===== config.mk =====
export PLATFORM = sky130hd
export DESIGN_NAME = crc16_frame_builder
export DESIGN_NICKNAME = d
export VERILOG_FILES = /design/src/design/crcfb_pkg.sv /design/src/design/crcfb_front.sv /design/src/design/crcfb_queue.sv /design/src/design/crcfb_back.sv /design/src/design/crc16_frame_builder.sv
export VERILOG_INCLUDE_DIRS = /design/src /design/src/design
export SDC_FILE = /design/constraint.sdc
export NUM_CORES = 1
export LEC_CHECK = 0
export BUFFER_PORTS_ARGS = -buffer_cell sky130_fd_sc_hd__buf_2
export CAP_MARGIN = 0
export CORE_MARGIN = 5
export CORE_UTILIZATION = 40
export DETAILED_ROUTE_END_ITERATION = 6
export GPL_TIMING_DRIVEN = 0
export REMOVE_ABC_BUFFERS = 1
export SLEW_MARGIN = 10
export SYNTH_ARGS = -nofsm -noshare
export SYNTH_HDL_FRONTEND = slang
export SYNTH_SLANG_ARGS = --single-unit

===== constraint.sdc =====
create_clock -name clk_i -period 11.7 [get_ports clk_i]
set_clock_uncertainty 0.1 [all_clocks]
set_input_delay 0 -clock clk_i [delete_from_list [all_inputs] [get_ports clk_i]]
set_output_delay 0 -clock clk_i [all_outputs]
set_load 0.02 [all_outputs]

===== src/design/crc16_frame_builder_defines.svh =====
// Assertion macros shared by the frame builder RTL.
`ifndef CRC16_FRAME_BUILDER_DEFINES_SVH
`define CRC16_FRAME_BUILDER_DEFINES_SVH

`ifndef NO_ASSERTIONS
// Checked on clk_i, masked while rst_ni is low.
`define CRCFB_ASSERT(lbl, prop) \
  lbl: assert property (@(posedge clk_i) disable iff (!rst_ni) (prop)) \
    else $error("crc16_frame_builder: assertion failed");
// Checked on clk_i at every edge, reset included.
`define CRCFB_ASSERT_ALWAYS(lbl, prop) \
  lbl: assert property (@(posedge clk_i) (prop)) \
    else $error("crc16_frame_builder: assertion failed");
`else
`define CRCFB_ASSERT(lbl, prop)
`define CRCFB_ASSERT_ALWAYS(lbl, prop)
`endif

`endif


===== src/design/crcfb_pkg.sv =====
// Types, constants and the CRC byte update shared by the frame builder.
package crcfb_pkg;

  typedef enum logic {
    OP_HEADER = 1'b0,
    OP_ARG    = 1'b1
  } op_e;

  typedef struct packed {
    op_e         op;
    logic [7:0]  control_byte;
    logic [15:0] sequence_req;
    logic [7:0]  channel;
    logic [15:0] opcode;
    logic [7:0]  arg_count;
    logic [7:0]  arg_byte;
  } in_item_t;

  typedef struct packed {
    logic [7:0] out_byte;
    logic       frame_end;
  } out_item_t;

  // One queued job: the item plus whether the CRC follows it.
  typedef struct packed {
    in_item_t item;
    logic     fin;
  } entry_t;

  typedef logic [3:0] slot_t;

  localparam logic [15:0] CRC_INIT = 16'hFFFF;
  localparam logic [15:0] CRC_POLY = 16'h1021;
  localparam logic [7:0]  SYNC_HI  = 8'hAA;
  localparam logic [7:0]  SYNC_LO  = 8'h55;
  localparam logic [15:0] LEN_ADD  = 16'd7;
  localparam logic [7:0]  DLEN_ADD = 8'd3;

  // Byte positions within a frame; an argument byte uses SLOT_ARG.
  localparam slot_t SLOT_SYNC_HI = 4'd0;
  localparam slot_t SLOT_SYNC_LO = 4'd1;
  localparam slot_t SLOT_LEN_HI  = 4'd2;
  localparam slot_t SLOT_LEN_LO  = 4'd3;
  localparam slot_t SLOT_CTRL    = 4'd4;
  localparam slot_t SLOT_SEQ_HI  = 4'd5;
  localparam slot_t SLOT_SEQ_LO  = 4'd6;
  localparam slot_t SLOT_DLEN    = 4'd7;
  localparam slot_t SLOT_CHAN    = 4'd8;
  localparam slot_t SLOT_OPC_HI  = 4'd9;
  localparam slot_t SLOT_OPC_LO  = 4'd10;
  localparam slot_t SLOT_ARG     = 4'd10;
  localparam slot_t SLOT_CRC_HI  = 4'd11;
  localparam slot_t SLOT_CRC_LO  = 4'd12;

  // CRC-16, MSB first, one byte.
  function automatic logic [15:0] crc_feed(logic [15:0] crc, logic [7:0] b);
    logic [15:0] c;
    c = crc;
    for (int k = 7; k >= 0; k--) begin
      if (c[15] ^ b[k]) begin
        c = {c[14:0], 1'b0} ^ CRC_POLY;
      end else begin
        c = {c[14:0], 1'b0};
      end
    end
    return c;
  endfunction

endpackage


===== src/design/crcfb_front.sv =====
// Front end: accepts items, tracks the open frame, drops stray arguments.
module crcfb_front (
  input  logic              clk_i,
  input  logic              rst_ni,
  input  logic              in_valid_i,
  output logic              in_stall_o,
  input  crcfb_pkg::in_item_t in_data_i,
  input  logic              q_full_i,
  output logic              push_o,
  output crcfb_pkg::entry_t push_entry_o
);

  logic       in_frame_q, in_frame_d;
  logic [7:0] left_q, left_d;
  logic       accept;

  assign in_stall_o = q_full_i;
  assign accept     = in_valid_i && !q_full_i;

  always_comb begin
    in_frame_d        = in_frame_q;
    left_d            = left_q;
    push_o            = 1'b0;
    push_entry_o.item = in_data_i;
    push_entry_o.fin  = 1'b0;
    if (accept) begin
      if (in_data_i.op == crcfb_pkg::OP_HEADER) begin
        // A new header abandons any open frame.
        push_o           = 1'b1;
        push_entry_o.fin = (in_data_i.arg_count == 8'd0);
        in_frame_d       = (in_data_i.arg_count != 8'd0);
        left_d           = in_data_i.arg_count;
      end else if (in_frame_q) begin
        push_o           = 1'b1;
        push_entry_o.fin = (left_q == 8'd1);
        in_frame_d       = (left_q != 8'd1);
        left_d           = left_q - 8'd1;
      end
    end
  end

  always_ff @(posedge clk_i or negedge rst_ni) begin
    if (!rst_ni) begin
      in_frame_q <= 1'b0;
      left_q     <= 8'd0;
    end else begin
      in_frame_q <= in_frame_d;
      left_q     <= left_d;
    end
  end

endmodule


===== src/design/crcfb_queue.sv =====
// Small FIFO of jobs between the front and back ends.
`include "crc16_frame_builder_defines.svh"

module crcfb_queue #(
  parameter int unsigned DEPTH = 4
) (
  input  logic              clk_i,
  input  logic              rst_ni,
  input  logic              push_i,
  input  crcfb_pkg::entry_t push_entry_i,
  output logic              full_o,
  input  logic              pop_i,
  output logic              valid_o,
  output crcfb_pkg::entry_t head_o
);

  localparam int unsigned PTR_W = (DEPTH > 1) ? $clog2(DEPTH) : 1;
  localparam int unsigned CNT_W = $clog2(DEPTH + 1);

  crcfb_pkg::entry_t mem_q [DEPTH];
  logic [PTR_W-1:0]  wr_ptr_q, rd_ptr_q;
  logic [CNT_W-1:0]  count_q;

  assign full_o  = (count_q == CNT_W'(DEPTH));
  assign valid_o = (count_q != '0);
  assign head_o  = mem_q[rd_ptr_q];

  always_ff @(posedge clk_i) begin
    if (push_i) begin
      mem_q[wr_ptr_q] <= push_entry_i;
    end
  end

  always_ff @(posedge clk_i or negedge rst_ni) begin
    if (!rst_ni) begin
      wr_ptr_q <= '0;
      rd_ptr_q <= '0;
      count_q  <= '0;
    end else begin
      if (push_i) begin
        wr_ptr_q <= (wr_ptr_q == PTR_W'(DEPTH - 1)) ? '0 : wr_ptr_q + PTR_W'(1);
      end
      if (pop_i) begin
        rd_ptr_q <= (rd_ptr_q == PTR_W'(DEPTH - 1)) ? '0 : rd_ptr_q + PTR_W'(1);
      end
      case ({push_i, pop_i})
        2'b10:   count_q <= count_q + CNT_W'(1);
        2'b01:   count_q <= count_q - CNT_W'(1);
        default: count_q <= count_q;
      endcase
    end
  end

  `CRCFB_ASSERT_ALWAYS(a_count_bound, count_q <= CNT_W'(DEPTH))
  `CRCFB_ASSERT(a_no_push_full, push_i |-> !full_o || pop_i)
  `CRCFB_ASSERT(a_no_pop_empty, pop_i |-> valid_o)

endmodule


===== src/design/crcfb_back.sv =====
// Back end: serializes each job into bytes, keeps the CRC, holds the output.
`include "crc16_frame_builder_defines.svh"

module crcfb_back (
  input  logic                 clk_i,
  input  logic                 rst_ni,
  input  logic                 q_valid_i,
  input  crcfb_pkg::entry_t    q_head_i,
  output logic                 pop_o,
  output logic                 out_valid_o,
  input  logic                 out_stall_i,
  output crcfb_pkg::out_item_t out_data_o
);

  crcfb_pkg::slot_t     step_q, step_d, slot, last_slot;
  logic [15:0]          crc_q, crc_d, len;
  logic [7:0]           dlen, cur_byte;
  logic                 out_valid_q;
  crcfb_pkg::out_item_t out_q;
  logic                 advance, emit, last, is_hdr;

  assign is_hdr    = (q_head_i.item.op == crcfb_pkg::OP_HEADER);
  assign slot      = is_hdr ? step_q : step_q + crcfb_pkg::SLOT_ARG;
  assign last_slot = q_head_i.fin ? crcfb_pkg::SLOT_CRC_LO : crcfb_pkg::SLOT_ARG;
  assign last      = (slot == last_slot);
  assign advance   = !out_valid_q || !out_stall_i;
  assign emit      = q_valid_i && advance;
  assign pop_o     = emit && last;
  assign len       = {8'd0, q_head_i.item.arg_count} + crcfb_pkg::LEN_ADD;
  assign dlen      = q_head_i.item.arg_count + crcfb_pkg::DLEN_ADD;

  always_comb begin
    case (slot)
      crcfb_pkg::SLOT_SYNC_HI: cur_byte = crcfb_pkg::SYNC_HI;
      crcfb_pkg::SLOT_SYNC_LO: cur_byte = crcfb_pkg::SYNC_LO;
      crcfb_pkg::SLOT_LEN_HI:  cur_byte = len[15:8];
      crcfb_pkg::SLOT_LEN_LO:  cur_byte = len[7:0];
      crcfb_pkg::SLOT_CTRL:    cur_byte = q_head_i.item.control_byte;
      crcfb_pkg::SLOT_SEQ_HI:  cur_byte = q_head_i.item.sequence_req[15:8];
      crcfb_pkg::SLOT_SEQ_LO:  cur_byte = q_head_i.item.sequence_req[7:0];
      crcfb_pkg::SLOT_DLEN:    cur_byte = dlen;
      crcfb_pkg::SLOT_CHAN:    cur_byte = q_head_i.item.channel;
      crcfb_pkg::SLOT_OPC_HI:  cur_byte = q_head_i.item.opcode[15:8];
      crcfb_pkg::SLOT_OPC_LO:  cur_byte = is_hdr ? q_head_i.item.opcode[7:0]
                                                 : q_head_i.item.arg_byte;
      crcfb_pkg::SLOT_CRC_HI:  cur_byte = crc_q[15:8];
      crcfb_pkg::SLOT_CRC_LO:  cur_byte = crc_q[7:0];
      default:                 cur_byte = 8'd0;
    endcase
  end

  always_comb begin
    step_d = step_q;
    crc_d  = crc_q;
    if (emit) begin
      step_d = last ? '0 : step_q + crcfb_pkg::slot_t'(1);
      if (is_hdr && slot == crcfb_pkg::SLOT_SYNC_HI) begin
        crc_d = crcfb_pkg::CRC_INIT;
      end else if (slot >= crcfb_pkg::SLOT_CTRL && slot <= crcfb_pkg::SLOT_ARG) begin
        crc_d = crcfb_pkg::crc_feed(crc_q, cur_byte);
      end
    end
  end

  always_ff @(posedge clk_i or negedge rst_ni) begin
    if (!rst_ni) begin
      step_q      <= '0;
      crc_q       <= crcfb_pkg::CRC_INIT;
      out_valid_q <= 1'b0;
    end else begin
      step_q <= step_d;
      crc_q  <= crc_d;
      if (advance) begin
        out_valid_q <= q_valid_i;
      end
    end
  end

  always_ff @(posedge clk_i) begin
    if (emit) begin
      out_q.out_byte  <= cur_byte;
      out_q.frame_end <= (slot == crcfb_pkg::SLOT_CRC_LO);
    end
  end

  assign out_valid_o = out_valid_q;
  assign out_data_o  = out_q;

  `CRCFB_ASSERT(a_idle_step, !q_valid_i |-> step_q == '0)
  `CRCFB_ASSERT(a_emit_valid, emit |=> out_valid_q)

endmodule


===== src/design/crc16_frame_builder.sv =====
// Top level of the CRC-16 framed command serializer.
//
//  channel | direction | handshake              | payload
//  --------+-----------+------------------------+----------------------
//  in      | input     | in_valid_i/in_stall_o  | in_data_i  (in_item_t)
//  out     | output    | out_valid_o/out_stall_i| out_data_o (out_item_t)
//
// The front end takes one item per cycle while the job queue has room;
//   the back end sends one byte per cycle unless out_stall_i holds it, so
//   a header gives 11 bytes (13 with no arguments), an argument 1 (3 if last).
// Throughput is set by the back-end byte serializer and its output register.
// Reset clears the frame tracking, the queue pointers and the output valid
//   flag and loads CRC_INIT into the CRC; no clearing pass is needed.
// out_stall_i holds the output register; the queue then fills and in_stall_o
//   rises only when QUEUE_DEPTH jobs are waiting.
module crc16_frame_builder #(
  parameter int unsigned QUEUE_DEPTH = 4
) (
  input  logic                 clk_i,
  input  logic                 rst_ni,
  input  logic                 in_valid_i,
  output logic                 in_stall_o,
  input  crcfb_pkg::in_item_t  in_data_i,
  output logic                 out_valid_o,
  input  logic                 out_stall_i,
  output crcfb_pkg::out_item_t out_data_o
);

  // Jobs flow front -> queue -> back.
  logic              push, q_full, q_valid, pop;
  crcfb_pkg::entry_t push_entry, q_head;

  // Classify each transaction; drop arguments outside a frame.
  crcfb_front u_front (
    .clk_i        (clk_i),
    .rst_ni       (rst_ni),
    .in_valid_i   (in_valid_i),
    .in_stall_o   (in_stall_o),
    .in_data_i    (in_data_i),
    .q_full_i     (q_full),
    .push_o       (push),
    .push_entry_o (push_entry)
  );

  // Decouple item intake from byte serialization.
  crcfb_queue #(
    .DEPTH (QUEUE_DEPTH)
  ) u_queue (
    .clk_i        (clk_i),
    .rst_ni       (rst_ni),
    .push_i       (push),
    .push_entry_i (push_entry),
    .full_o       (q_full),
    .pop_i        (pop),
    .valid_o      (q_valid),
    .head_o       (q_head)
  );

  // Serialize bytes, run the CRC, append it at frame end.
  crcfb_back u_back (
    .clk_i       (clk_i),
    .rst_ni      (rst_ni),
    .q_valid_i   (q_valid),
    .q_head_i    (q_head),
    .pop_o       (pop),
    .out_valid_o (out_valid_o),
    .out_stall_i (out_stall_i),
    .out_data_o  (out_data_o)
  );

endmodule

Word-level counts from Yosys, hierarchy flattened:

Memory sizes are Yosys's and may differ from the RTL's.
Cells that the tools add are included.
Widths: inputs -> output; s select.

* input port bits: 69
* output and inout port bits: 11
* memories kept: 1
* bits in registers: 46
* logic and storage cells: 128
* memory bits (writable): 264

* add/subtract/negate cells: 9
* bitwise logic cells: 17
* magnitude comparators: 2
* mux-type cells: 51
* reduce and logical (&&, ||, !) cells: 17
* equal/unequal tests: 21

Memory list
* u_queue.mem_q: words 4, bits a word 66, rd ports 1, clocked after Yosys merged registers in 0, wr ports 1, line crcfb_queue.sv:20 `crcfb_pkg::entry_t mem_q [DEPTH];`

Operator list (count)
* $mux 16: 23
* $mux 13: 8
* $pmux 8 s13: 1
* $mux 8: 3
* $not 3->3: 8
* $eq 4x4->1 const B: 5
* $eq 4x3->1 const B: 4
* $mux 1: 10
* $add 8x3->9 const B: 1
* $add 8x2->8 const B: 1
* $eq 4x2->1 const B: 2
* $eq 8x1->1 const B: 1
* $logic_not 8->1: 1
* $mux 4: 2
* $ne 8x1->1 const B: 1
* $reduce_bool 8->1: 1
* $sub 8x1->8 const B: 1
* $xor 1x1->1: 8
* $eq 2x2->1 const B: 3
* $pmux 3 s2: 1
* $logic_and 1x1->1: 5
* $add 2x1->2 const B: 2
* $add 4x1->4 const B: 1
* $add 4x4->4 const B: 1
* other kinds (18): 23

Logic depth before layout (Yosys ltp):

* depth after elaboration: 43
* mapped depth: 15
* mapped depth without buffers: 13

Cells and area by module:

A second synthesis with hierarchy kept.

* cells, all modules: 875
* area, all modules: 14219.9 sq um

Modules (own cells, without submodules)
* crcfb_queue: instances 1, area each 9962.1 sq um, cells an instance 384, sequential area each 8102.8 sq um
* crcfb_back: instances 1, area each 3131.8 sq um, cells an instance 351, sequential area each 815.8 sq um
* crcfb_front: instances 1, area each 1126.1 sq um, cells an instance 140, sequential area each 225.2 sq um

Worst setup path after synthesis:

OpenSTA, ideal clock, no wires.

* kind: register to register
* start point: register u_queue.rd_ptr_q[0]
* end point: register u_queue.count_q[2]
* stages on the path, launching flop included: 16
* period minus slack after synthesis: 3.887 ns
* library setup time: 0.079 ns
* required time: 11.521 ns
* slack: 7.813 ns
* path buffers: 4
* arrival: 3.708 ns
* cells stage by stage: dfrtp_1 > buf_6 > buf_6 > buf_4 > buf_4 > mux4_2 > mux4_2 > a211oi_2 > nand2_1 > inv_1 > ha_1 > inv_1 > fa_1 > xor2_1 > nor2_1 > xor2_1

* longest elaborated chain between the ends: 6
* elaborated cells on any way between the ends: 9
* classes of those cells: 3 x eq/ne; 3 x mux; 2 x reduce/logical; 1 x memory

Ends and longest elaborated chain
* start: declaration: line crcfb_queue.sv:21 `logic [PTR_W-1:0] wr_ptr_q, rd_ptr_q;`
* start signal: assignment: line crcfb_queue.sv:44 `rd_ptr_q <= (rd_ptr_q == PTR_W'(DEPTH - 1)) ? '0 : rd_ptr_q + PTR_W'(1);`
* $mem_v2 4x66 (*)
* $mux 4 or $mux 3 (tied branches): line crcfb_back.sv:23, crcfb_back.sv:24
* $eq 4x4->1 (*): line crcfb_back.sv:25 `assign last = (slot == last_slot);`
* $logic_and 1x1->1 (*): line crcfb_back.sv:28 `assign pop_o = emit && last;`
* net pop: line crc16_frame_builder.sv:30 `logic push, q_full, q_valid, pop;`
* $eq 2x1->1 or $eq 2x2->1 (tied branches): line crcfb_queue.sv:46 `case ({push_i, pop_i})`
* $pmux 3 s2 or $reduce_bool 2->1 (tied branches)
* end signal: assignment: line crcfb_queue.sv:47 `2'b10: count_q <= count_q + CNT_W'(1);`
* end signal: assignment: line crcfb_queue.sv:48 `2'b01: count_q <= count_q - CNT_W'(1);`
* end signal: assignment: line crcfb_queue.sv:49 `default: count_q <= count_q;`
* end: declaration: line crcfb_queue.sv:22 `logic [CNT_W-1:0] count_q;`

The timed path passes the listed nets; every way through them passes the cells marked *.
A chain may end at the register's enable or synchronous reset.

Final worst setup path:

Same ends and word-level chain as after synthesis.

==> summary.md <==
| Metric | Value |
|---|---|
| Uppermost layer routed | `met4` |
| Met3 WL | `1518 µm` |
| # IOs | `80` |
| Worst VDD drop | `0.1293 mV` |
| Fmax | `0.2052 GHz` |
| Clock sink count | `310` |
| Worst-path clk slew | `0.06 ns` |
| Critical path class | `flop to flop` |
| Fin. Hold Viols | `0` |
| Layout cells sized above 1 | `25.33%` |
| Grt ovf | `0` |
| Yosys cell types | `73` |
| Synth Register Bits | `310` |
| Netlist Area Pre-Place | `13530 µm²` |
| DR WL/cell | `20.91 µm` |
| Synthesis warning total | `0` |
| FF-to-FF setup slack | `6.83 ns` |
| Post-route ant nets | `0` |
| Post-CTS setup buffer count | `0` |
| H-tree levels | `1` |
| DP Wirelength | `19220 µm` |
| Clock Latency Late Sink | `0.57 ns` |
| Worst Path Required | `12.07 ns` |
| RSZ-0062 raised after global routing | `no` |
| CTS resizes | `0` |
| EDFF count, synth | `273` |
| CP Data Arrival Time | `5.24 ns` |
| Sequential fraction of the synthesis area | `67.56%` |
| Seq pwr share | `36.0%` |
| Area of the multi-input gates | `4076 µm²` |
| Share of the synthesized area in the top cell type | `60.57%` |
| Reg-to-Reg End | `u_queue.count_q[2]` |
| Async S/R FF share, synth | `11.94%` |
| Combinational Power Share | `42.0%` |
| CTS tree | `built` |
| Via Count | `7712` |
| Static leakage | `5.610 nW` |
| N_diodes | `0` |
| Final Routed Wirelength | `30010 µm` |
| Die Span X | `193.9 µm` |
| Total CTS buffers | `31` |
| Top post-synthesis cells by area | `edfxtp_1 61%, mux4_2 11%, dfrtp_1 3.9%` |
| Fin crit period | `4.872 ns` |
| # setup viols final | `0` |
| GRT Overall Usage | `15.80%` |
| Tcrit/Tclk final | `41.64%` |
| Psw | `1.641 mW` |
| Number of vias per cell | `5.374` |
| Vias in the first global route | `8031` |
| Placed cell count | `1309` |
| Yosys top cell by area | `edfxtp_1` |
| Clock Tree Buf Depth | `3` |
| Hold Buf Count CTS | `68` |
| PwrDens | `284.0 nW/µm²` |
| Syn Area/Cell | `16.65 µm²` |
| Reg area | `9153 µm²` |
| Drt initial violations | `514` |
| Crit path capture type | `flop` |
| Int Power | `2.969 mW` |
| Status | `finished, final reports clean` |
| Die span in y | `193.9 µm` |
| First drt pass iteration count | `5` |
| Switch share | `35.59%` |
| Row count | `67` |
| Most common library cells after synthesis | `273 x edfxtp_1, 64 x mux4_2, 51 x nand2_1` |
| Maxcap violations | `0` |
| CP Max Fanout | `51` |
| Worst r2r path cells | `12` |
| Most frequent cell after synthesis | `edfxtp_1` |
| R2r startpoint | `u_queue.rd_ptr_q[0]` |
| GP Congestion | `0.9216` |
| Final Max Tran Viols | `0` |
| Metal-1 WL | `13270 µm` |
| Largest net degree at the start of global routing | `52` |
| Initial antenna violation count | `0` |
| CP startpoint kind | `flop` |
| Die ar. | `37610 µm²` |
| CTS Root Cell | `clkbuf_16` |
| Cells after Synth | `813` |
| Final nets | `1043` |
| Top FF cell, synth | `edfxtp_1` |
| Core area | `33450 µm²` |
| Global-route wire length before repair | `47690 µm` |
| Slew margin rel. | `16.63%` |
| Hold Crit Class | `input port to async pin` |
| WL met2 | `14490 µm` |
| TNS Setup | `0 ns` |
| Slew @ Worst Pin | `1.242 ns` |
| Synthesis-to-finish area growth | `19.94%` |
| DRC | `0` |
| Fin util | `48.53%` |
| Fillers | `2788` |
| Non-filler cells, final | `1435` |
| Starting Density | `40.46%` |
| # port buffers | `79` |
| Clock Power Share | `22.0%` |
==> worst max-delay path, stage by stage (launching register included) <==
cell	delay, ns
dfrtp_4	0.81
mux4_2	0.99
or2_2	0.47
mux4_2	0.46
a211oi_2	0.44
nand2_1	0.22
inv_1	0.16
ha_1	0.19
inv_1	0.06
fa_1	0.43
xor2_1	0.15
nor2_1	0.11
xor2_1	0.16
==> state kept, by name, indices dropped and copies added, names as in the netlist <==
name                flops
u_queue.wr_ptr_q        2
u_front.left_q          8
u_front.in_frame_q      1
u_back.crc_q           16
u_queue.rd_ptr_q        2
u_queue.count_q         3
u_back.step_q           4
u_back.out_valid_o      1
u_back.out_data_o       9
u_queue.mem_q         264
==> layout by cell type (no fill, tap or decap), types with 11 or more instances in the layout <==
master,n
a21oi_1,35
buf_2,79
clkbuf_16,31
dfrtp_1,18
dfstp_2,16
dlygate4sd3_1,68
edfxtp_1,273
ha_1,11
inv_1,26
mux2i_1,18
mux4_2,64
nand2_1,51
nand3_1,16
nand4_1,12
nor2_1,22
nor3_1,14
o21ai_0,19
o22ai_1,12
xnor2_1,17
==> layer usage <==
layer,GRT usage (%),vias up
met2,26.21,213
met5,0,-
met4,4.323,0
met3,2.103,46
li1,-,3545
met1,22.20,3908
==> power by group through the flow <==
| stage | logic, mW | registers (mW) | clock network, mW |
|---|---|---|---|
| floorplan | 1.36 | 1.71 | 0 |
| global placement | 1.81 | 1.79 | 0 |
| detailed placement | 1.92 | 1.68 | 0 |
| CTS | 1.95 | 1.66 | 1.04 |
| global route | 2.11 | 1.69 | 1.09 |
| finish | 1.94 | 1.66 | 1.01 |
==> how the worst max path moves through the flow <==
| stage | start | to | slack [ns] | depth (start not counted) |
|---|---|---|---|---|
| after floorplan | u_queue.rd_ptr_q[0] | u_queue.count_q[2] | 5.60 | 12 |
| after global placement | u_queue.rd_ptr_q[0] | u_back.crc_q[4] | 3.30 | 7 |
| final | u_queue.rd_ptr_q[0] | u_queue.count_q[2] | 6.83 | 12 |
| after CTS | u_queue.rd_ptr_q[0] | u_queue.count_q[2] | 6.76 | 12 |
| after global routing | u_queue.rd_ptr_q[0] | u_queue.count_q[2] | 6.51 | 12 |
| after detailed placement | u_queue.rd_ptr_q[0] | u_queue.count_q[2] | 6.83 | 12 |
==> kinds of logic (layout without fill, tap and decap cells) <==
kind of cell / count (synthesis) / after routing / synth area share [%]
AO/OA/AOI/OAI: 141 / 141 / 7.507
XOR/XNOR: 33 / 33 / 2.912
adder cells (fa/ha/maj): 12 / 12 / 1.165
buffers and inverters: 68 / 242 / 2.459
flip-flops: 310 / 310 / 67.56
multiplexers: 83 / 83 / 12.06
AND/OR/NAND/NOR: 166 / 166 / 6.333
==> layout make-up <==
class,count,area share (%)
clock buffer,39,5.210
clock inverter,19,1.333
inverter,29,0.6706
multi-input combinational,435,25.11
sequential,310,56.38
tap,448,3.453
timing repair buffer,155,7.839
==> through the flow <==
step                      total power, mW  hold slack (ns)  cell area [µm²]  worst slack (ns)
after detailed placement            3.606          0.07851            14490             6.832
final                               4.610          0.01868            16230             6.828
after floorplan                     3.067          -0.3956            13310             5.600
after global routing                4.881          0.08117            16230             6.510
after CTS                           4.652          0.02073            16230             6.761
after global placement              3.598          0.08251            14270             3.303
Note: power is estimated with default switching activity, not from simulation.
